### src/lcdn_pkg.sv
`timescale 1ns / 1ps
// ----------------------------------------------------------------------------
// lcdn_pkg
// Shared types, constants and helpers for the character display nibble driver.
// ----------------------------------------------------------------------------
package lcdn_pkg;

	localparam int CFG_W   = 16;
	localparam int CNT_W   = 16;
	localparam int NUM_CFG = 7;
	localparam int ADDR_W  = 5;

	// register indexes
	typedef enum logic [2:0] {
		REG_POWER_UP  = 3'd0,
		REG_EN_HIGH   = 3'd1,
		REG_WAKE_GAP1 = 3'd2,
		REG_WAKE_GAP2 = 3'd3,
		REG_MODE_GAP  = 3'd4,
		REG_CMD_SETL  = 3'd5,
		REG_DATA_SETL = 3'd6
	} reg_idx_t;

	// input selector codes
	localparam logic [1:0] CMD_TICK = 2'd0;
	localparam logic [1:0] CMD_SEND = 2'd1;
	localparam logic [1:0] CMD_INIT = 2'd2;

	typedef enum logic [2:0] {
		PH_IDLE,
		PH_POWER,
		PH_HI_STROBE,
		PH_HI_HOLD,
		PH_LO_STROBE,
		PH_SETTLE,
		PH_NIB_STROBE,
		PH_NIB_GAP
	} phase_t;

	// init sequence steps
	localparam logic [3:0] STEP_NONE      = 4'd0;
	localparam logic [3:0] STEP_WAKE1     = 4'd1;
	localparam logic [3:0] STEP_WAKE2     = 4'd2;
	localparam logic [3:0] STEP_MODE_NIB  = 4'd4;
	localparam logic [3:0] STEP_BYTE_FIRST = 4'd5;
	localparam logic [3:0] STEP_BYTE_LAST  = 4'd8;

	localparam logic [3:0] NIB_WAKE = 4'h3;
	localparam logic [3:0] NIB_MODE = 4'h2;

	function automatic logic [7:0] init_byte(input logic [1:0] idx);
		logic [7:0] b;
		case (idx)
			2'd0:    b = 8'h28;
			2'd1:    b = 8'h0C;
			2'd2:    b = 8'h01;
			default: b = 8'h06;
		endcase
		return b;
	endfunction

	// zero acts as one, wide values saturate to the counter range
	function automatic logic [CNT_W-1:0] load_count(input logic [CFG_W-1:0] v);
		logic [CFG_W+CNT_W-1:0] ext;
		logic [CFG_W+CNT_W-1:0] lim;
		logic [CNT_W-1:0]       c;
		ext = {{CNT_W{1'b0}}, v};
		lim = {{CFG_W{1'b0}}, {CNT_W{1'b1}}};
		if (ext > lim) begin
			c = '1;
		end else if (v == '0) begin
			c = CNT_W'(1);
		end else begin
			c = ext[CNT_W-1:0];
		end
		return c;
	endfunction

endpackage

### src/char_lcd_nibble_interface.sv
`timescale 1ns / 1ps
// ----------------------------------------------------------------------------
// char_lcd_nibble_interface
// Timed sequencer that drives a character display over a 4-bit data bus.
// ----------------------------------------------------------------------------
// Input stream: s_tuser carries the item kind (tick, send byte, start init),
// s_tdata the byte and its register-select bit. Every accepted item yields
// exactly one result on the output stream: the pin levels (rs, enable,
// D7..D4) after the item, a busy flag and a reject flag. Time moves only on
// tick items; a send or init that arrives while a sequence runs is dropped
// and flagged as rejected.
// The result of a transaction is registered and is on m_tdata in the cycle
// after it is accepted. One item per cycle while m_tready does not stall;
// one pass through the sequencer logic updates state and result registers.
// The single result register parts the two sides: s_tready stays high while
// the result register is empty or being taken, and drops only while a
// result waits under a stall on m_tready.
// Reset: sequencer idle, all pins low, result register empty, timing
// registers at their defaults. Timing registers are written over the APB
// port at byte address 4*index and should only change while idle.
// ----------------------------------------------------------------------------
module char_lcd_nibble_interface (
	input  logic                       clk,
	input  logic                       arst_n,
	// APB configuration
	input  logic                       psel,
	input  logic                       penable,
	input  logic                       pwrite,
	input  logic [lcdn_pkg::ADDR_W-1:0] paddr,
	input  logic [31:0]                pwdata,
	output logic [31:0]                prdata,
	output logic                       pready,
	// input stream
	input  logic                       s_tvalid,
	output logic                       s_tready,
	input  logic [15:0]                s_tdata,  // [7:0] data_byte, [8] select_data
	input  logic [1:0]                 s_tuser,  // [1:0] cmd
	// result stream
	output logic                       m_tvalid,
	input  logic                       m_tready,
	output logic [7:0]                 m_tdata   // [0] rs_pin, [1] enable_pin,
	                                             // [5:2] bus_nibble, [6] busy_res,
	                                             // [7] rejected
);
	import lcdn_pkg::*;

	logic [CFG_W-1:0] cfg_q [NUM_CFG];
	logic [2:0]       widx;
	logic             wr_en;

	phase_t           phase_q, phase_d;
	logic [CNT_W-1:0] cnt_q, cnt_d;
	logic [7:0]       held_byte_q, held_byte_d;
	logic             held_sel_q, held_sel_d;
	logic [3:0]       step_q, step_d;
	logic             rs_q, rs_d, en_q, en_d;
	logic [3:0]       nib_q, nib_d;

	logic             acc;
	logic             rej;
	logic             byte_go, step_go;
	logic [7:0]       byte_val;
	logic             byte_sel;
	logic [3:0]       step_n;
	logic [CFG_W-1:0] gap;
	logic [7:0]       res_d;
	logic             m_tvalid_q;
	logic [7:0]       m_tdata_q;

	// ---------------- configuration ----------------
	assign pready = 1'b1;
	assign widx   = paddr[4:2];
	assign wr_en  = psel && penable && pwrite && pready;

	always_ff @(posedge clk or negedge arst_n) begin
		if (!arst_n) begin
			cfg_q[REG_POWER_UP]  <= CFG_W'(20000);
			cfg_q[REG_EN_HIGH]   <= CFG_W'(4000);
			cfg_q[REG_WAKE_GAP1] <= CFG_W'(5000);
			cfg_q[REG_WAKE_GAP2] <= CFG_W'(150);
			cfg_q[REG_MODE_GAP]  <= CFG_W'(1000);
			cfg_q[REG_CMD_SETL]  <= CFG_W'(2000);
			cfg_q[REG_DATA_SETL] <= CFG_W'(40);
		end else if (wr_en && (widx < 3'(NUM_CFG))) begin
			cfg_q[widx] <= pwdata[CFG_W-1:0];
		end
	end

	always_comb begin
		prdata = '0;
		if (widx < 3'(NUM_CFG)) begin
			prdata = 32'(cfg_q[widx]);
		end
	end

	// ---------------- handshake ----------------
	assign s_tready = !m_tvalid_q || m_tready;
	assign acc      = s_tvalid && s_tready;

	// gap after an init nibble; the third wake nibble has none
	always_comb begin
		case (step_q)
			STEP_WAKE1:    gap = cfg_q[REG_WAKE_GAP1];
			STEP_WAKE2:    gap = cfg_q[REG_WAKE_GAP2];
			STEP_MODE_NIB: gap = cfg_q[REG_MODE_GAP];
			default:       gap = '0;
		endcase
	end

	// ---------------- next state ----------------
	always_comb begin
		phase_d     = phase_q;
		cnt_d       = cnt_q;
		held_byte_d = held_byte_q;
		held_sel_d  = held_sel_q;
		step_d      = step_q;
		rs_d        = rs_q;
		en_d        = en_q;
		nib_d       = nib_q;
		rej         = 1'b0;
		byte_go     = 1'b0;
		byte_val    = s_tdata[7:0];
		byte_sel    = s_tdata[8];
		step_go     = 1'b0;
		step_n      = step_q + 4'd1;

		if (acc) begin
			if (s_tuser == CMD_SEND || s_tuser == CMD_INIT) begin
				if (phase_q != PH_IDLE) begin
					rej = 1'b1;
				end else if (s_tuser == CMD_SEND) begin
					step_d  = STEP_NONE;
					byte_go = 1'b1;
				end else begin
					step_d  = STEP_NONE;
					rs_d    = 1'b0;
					en_d    = 1'b0;
					nib_d   = '0;
					phase_d = PH_POWER;
					cnt_d   = load_count(cfg_q[REG_POWER_UP]);
				end
			end else if (phase_q != PH_IDLE) begin
				if (cnt_q > CNT_W'(1)) begin
					cnt_d = cnt_q - CNT_W'(1);
				end else begin
					case (phase_q)
						PH_POWER: begin
							step_go = 1'b1;
							step_n  = STEP_WAKE1;
						end
						PH_HI_STROBE: begin
							en_d    = 1'b0;
							phase_d = PH_HI_HOLD;
							cnt_d   = CNT_W'(1);
						end
						PH_HI_HOLD: begin
							rs_d    = held_sel_q;
							en_d    = 1'b1;
							nib_d   = held_byte_q[3:0];
							phase_d = PH_LO_STROBE;
							cnt_d   = load_count(cfg_q[REG_EN_HIGH]);
						end
						PH_LO_STROBE: begin
							en_d    = 1'b0;
							phase_d = PH_SETTLE;
							cnt_d   = load_count(held_sel_q ? cfg_q[REG_DATA_SETL]
								: cfg_q[REG_CMD_SETL]);
						end
						PH_SETTLE: begin
							if (step_q != STEP_NONE) begin
								step_go = 1'b1;
							end else begin
								phase_d = PH_IDLE;
								cnt_d   = '0;
							end
						end
						PH_NIB_STROBE: begin
							en_d    = 1'b0;
							phase_d = PH_NIB_GAP;
							cnt_d   = load_count(gap);
						end
						PH_NIB_GAP: begin
							step_go = 1'b1;
						end
						default: begin
							phase_d = PH_IDLE;
							cnt_d   = '0;
							step_d  = STEP_NONE;
						end
					endcase
				end
			end
		end

		// advance the init sequence
		if (step_go) begin
			step_d = step_n;
			if (step_n >= STEP_WAKE1 && step_n <= STEP_MODE_NIB) begin
				rs_d    = 1'b0;
				en_d    = 1'b1;
				nib_d   = (step_n == STEP_MODE_NIB) ? NIB_MODE : NIB_WAKE;
				phase_d = PH_NIB_STROBE;
				cnt_d   = load_count(cfg_q[REG_EN_HIGH]);
			end else if (step_n >= STEP_BYTE_FIRST && step_n <= STEP_BYTE_LAST) begin
				byte_go  = 1'b1;
				byte_val = init_byte(2'(step_n - STEP_BYTE_FIRST));
				byte_sel = 1'b0;
			end else begin
				step_d  = STEP_NONE;
				phase_d = PH_IDLE;
				cnt_d   = '0;
			end
		end

		// latch a byte and put out its high nibble
		if (byte_go) begin
			held_byte_d = byte_val;
			held_sel_d  = byte_sel;
			rs_d        = byte_sel;
			en_d        = 1'b1;
			nib_d       = byte_val[7:4];
			phase_d     = PH_HI_STROBE;
			cnt_d       = load_count(cfg_q[REG_EN_HIGH]);
		end
	end

	// ---------------- result ----------------
	always_comb begin
		res_d = {rej, (phase_d != PH_IDLE), nib_d, en_d, rs_d};
	end

	always_ff @(posedge clk or negedge arst_n) begin
		if (!arst_n) begin
			phase_q     <= PH_IDLE;
			cnt_q       <= '0;
			held_byte_q <= '0;
			held_sel_q  <= 1'b0;
			step_q      <= STEP_NONE;
			rs_q        <= 1'b0;
			en_q        <= 1'b0;
			nib_q       <= '0;
			m_tvalid_q  <= 1'b0;
		end else begin
			phase_q     <= phase_d;
			cnt_q       <= cnt_d;
			held_byte_q <= held_byte_d;
			held_sel_q  <= held_sel_d;
			step_q      <= step_d;
			rs_q        <= rs_d;
			en_q        <= en_d;
			nib_q       <= nib_d;
			if (acc) begin
				m_tvalid_q <= 1'b1;
			end else if (m_tready) begin
				m_tvalid_q <= 1'b0;
			end
		end
	end

	always_ff @(posedge clk) begin
		if (acc) begin
			m_tdata_q <= res_d;
		end
	end

	assign m_tvalid = m_tvalid_q;
	assign m_tdata  = m_tdata_q;

	// ---------------- assertions ----------------
	a_rej_busy: assert property (@(posedge clk) disable iff (!arst_n)
		m_tvalid && m_tdata[7] |-> m_tdata[6])
		else $error("rejected transaction reported while idle");

	a_en_busy: assert property (@(posedge clk) disable iff (!arst_n)
		m_tvalid && m_tdata[1] |-> m_tdata[6])
		else $error("enable high while sequencer idle");

	a_cnt_live: assert property (@(posedge clk) disable iff (!arst_n)
		phase_q != PH_IDLE |-> cnt_q != '0)
		else $error("timed phase with zero count");

	a_result: assert property (@(posedge clk) disable iff (!arst_n)
		s_tvalid && s_tready |=> m_tvalid)
		else $error("accepted transaction produced no result");

endmodule
### config.mk
export PLATFORM = sky130hd
export DESIGN_NAME = char_lcd_nibble_interface
export DESIGN_NICKNAME = d
export VERILOG_FILES = /design/src/lcdn_pkg.sv /design/src/char_lcd_nibble_interface.sv
export SDC_FILE = /design/constraint.sdc
export NUM_CORES = 1
export LEC_CHECK = 0
export BUFFER_PORTS_ARGS = -buffer_cell sky130_fd_sc_hd__buf_2
export CORE_UTILIZATION = 60
export DETAILED_ROUTE_END_ITERATION = 6
export GPL_TIMING_DRIVEN = 0
export PLACE_DENSITY = 0.88
export SYNTH_ARGS = -nofsm -noshare
export SYNTH_HDL_FRONTEND = slang
export SYNTH_SLANG_ARGS = --single-unit
### constraint.sdc
create_clock -name clk -period 3.85 [get_ports clk]
set_input_delay 0 -clock clk [delete_from_list [all_inputs] [get_ports clk]]
set_output_delay 0 -clock clk [all_outputs]
set_load 0.1 [all_outputs]
==> run metrics <==
outcome=completed; Worst R2R Setup Slack=0.13 ns; static leakage=4.69 nW; post-synthesis sequential area ratio=0.412; data arrival time of the critical path=3.96 ns; initial DRC count=1362; Total GRT Usage=0.423; diode count=0; Post-synth EDFFs=8; slew of the pin with the lowest slew margin=1.31 ns; Vias per Instance=7.12; CTS max path bufs=2; power per standard cell area=509 nW/um2; Gate power share=0.273; vias in the first global route=8560; routed vias=8994; Psw=2.17 mW; r2r worst-path depth=14; placement row count=45; total number of yosys warnings=0; adder-cell share of the synthesized area=0.0156; crit path time final=3.72 ns; Post-Synth XOR/XNOR Area=0.00455; initial antenna violation count=1; met1 wire length=12.7 mm; complex-gate fraction of the synthesized area=0.185; layout cells sized above 1=0.308; post-synthesis mux area share=0.208; max_cap viols=0; Worst-path clk slew=0.07 ns; worst setup path end=m_tdata[4]; Cell Int Power=3.53 mW; Worst EP required=4.09 ns; critical path peak fanout=10; root buf cell=clkbuf_16; largest family of logic cells by synthesized area=multiplexers; largest net degree at the start of global routing=75; worst hold path class=in -> reg; full die area=16500 um2; Clock Latency Late Sink=0.44 ns; clk sink count=155; Switching Fraction=0.380; FF+latch count, synth=155; CTS H-tree lvls=4; Async SR Flop Fraction=0.948; CP Launch Type=register; met3 wire len=3.72 mm; IO Count=105; Routed wire per std cell=26.8 um; first-pass GRT wire length=51.3 mm; DR top layer=met5; critical path type=reg -> reg; Rel. slew slack=0.121; average size of a mapped cell=10.5 um2; Overall Power=5.70 mW; Worst Setup End Kind=register; setup total negative slack=0 ns; core area=15400 um2; initial core utilization=0.624; Syn Inst Count=915; buffers added on ports=61; Slew Viols, Final=0; grt ovf=0; # DRC=0; simple logic cell fraction of the synthesized area=0.127; Max Clock Skew=0.0107 ns; worst setup path start=cnt_q[1]; fin util=0.726; RR Startpoint=cnt_q[1]; fmax=269 MHz; clock share of power=0.306; total CTS buffers=17; Final setup viols=0; DIE HEIGHT=129 um; ys flop type=dfrtp_1; RSZ-0062 raised after global routing=no; Seq pwr share=0.421; placer congestion estimate=0.968; 1st-pass router iterations=7; Area Growth Syn to Fin=16.4%; die width=129 um; HPWL after detailed placement=24.2 mm; # placed instances=1203; final hold violation count=0; Layout Cells excl Fill=1263; nets=1113; met2 routed WL=15.8 mm; antenna-violating nets left=0; maximum VDD drop=0.000643 V; Mapped Area=9620 um2; Synth cell types=85; fraction of the cycle the final worst path needs=0.966; fillers=1151; RR Endpoint=m_tdata[4]; drt total wl=33.8 mm; CTS tree=yes
worst min-delay path by stage:
stage	startpoint	to	slack, ns	cells after the start
after CTS	paddr[3]	cfg_q[35]	0.07	3
after global placement	s_tdata[4]	nib_q[0]	0.23	3
after detailed placement	arst_n	cnt_q[11]	0.07	1
after floorplan	arst_n	cfg_q[0]	-0.30	0
after global routing	paddr[3]	cfg_q[35]	0.09	3
final	paddr[3]	cfg_q[35]	0.08	3
power groups by stage:
stage	registers (mW)	logic, mW	clock network, mW
3_3_place_gp	2.39	1.45	0
3_5_place_dp	2.39	1.49	0
2_1_floorplan	2.25	1.13	0
5_1_grt	2.42	1.64	1.79
4_1_cts	2.37	1.52	1.73
6_report	2.40	1.56	1.74
area by class of cell:
cell class,count,area (um2),share of cell area
clock buffer,18,450,0.0402
tap,211,264,0.0236
timing repair buffer,90,619,0.0553
clock inverter,14,155,0.0139
inverter,15,56.3,0.00503
multi-input combinational,682,5300,0.473
buffer,78,393,0.0351
sequential,155,3960,0.354
synth_stat cells (12+ instances only):
master / n / area share
o2bb2ai_1: 16 / 0.015
dfrtp_1: 113 / 0.29
inv_1: 14 / 0.0055
a21oi_1: 40 / 0.021
a22oi_1: 23 / 0.018
o21ai_0: 45 / 0.023
nor2_1: 54 / 0.021
mux2i_1: 27 / 0.028
dfstp_2: 34 / 0.093
clkbuf_1: 44 / 0.017
nand2_1: 60 / 0.023
a22o_1: 12 / 0.011
nor3_1: 20 / 0.010
ha_1: 12 / 0.016
nand3_1: 18 / 0.0094
mux2_2: 132 / 0.15
a222oi_1: 12 / 0.012
nor4_1: 25 / 0.016
buf_4: 17 / 0.013
timing repair:
| item | in CTS | in global routing |
|---|---|---|
| setup buffers | 0 | 0 |
| gates resized for setup | 0 | 4 |
| hold buffers | 28 | 0 |
| setup endpoints to repair | 0 | 13 |
| endpoints found under the hold margin | 179 | 0 |
kinds of logic after synthesis:
| family | after synthesis |
|---|---|
| AO/OA/AOI/OAI | 245 |
| other | 2 |
| multiplexers | 170 |
| flip-flops | 155 |
| adder cells (fa/ha/maj) | 12 |
| buffers and inverters | 93 |
| XOR/XNOR | 5 |
| AND/OR/NAND/NOR | 233 |
placed cells by master (no fill, tap or decap), types with 11 or more instances in the layout:
cell           instances
buf_4                 17
a222oi_1              12
mux2i_1               27
clkbuf_16             18
nand4_1               11
nor3_1                20
inv_1                 14
mux2_2               132
nor4_1                22
clkbuf_1              44
nor2_1                54
nand3_1               18
dfrtp_1              112
buf_2                 65
nand2_1               60
a22oi_1               23
a21oi_1               40
conb_1                17
a22o_1                12
dfstp_2               34
ha_1                  12
o2bb2ai_1             16
o21ai_0               45
dlygate4sd3_1         28
mux4_2                11
through the flow:
step                instance area [um2]  setup slack [ns]  hold slack (ns)
finish                            11200             0.133           0.0789
global route                      11200            0.0212           0.0916
CTS                               11200            0.0626           0.0748
detailed placement                10300             0.116           0.0705
global placement                  10200             0.191            0.229
floorplan                          9680             0.241           -0.296
worst max-delay path: stages, from the launching register on:
cell	delay [ns]
dfrtp_1	0.46
inv_1	0.14
ha_1	0.25
nor2_1	0.12
nor4_4	0.39
nand3_1	0.28
nand2_1	0.24
inv_1	0.15
ha_1	0.31
nand2_1	0.10
nand2_1	0.10
o221ai_2	0.30
nand2_1	0.18
buf_6	0.19
o31ai_1	0.31
per-layer routing:
metal	up-vias	track usage
met3	155	0.107
met2	706	0.669
met1	4365	0.545
met4	2	0.203
met5	-	0
li1	3766	-
registers in the layout (all words and copies together), names as in the netlist, 3 cells and up:
name / cells
nib_q: 4
held_byte_q: 4
step_q: 4
cnt_q: 16
m_tdata: 8
cfg_q: 112
phase_q: 3
Power figures use the tool's default switching activity.
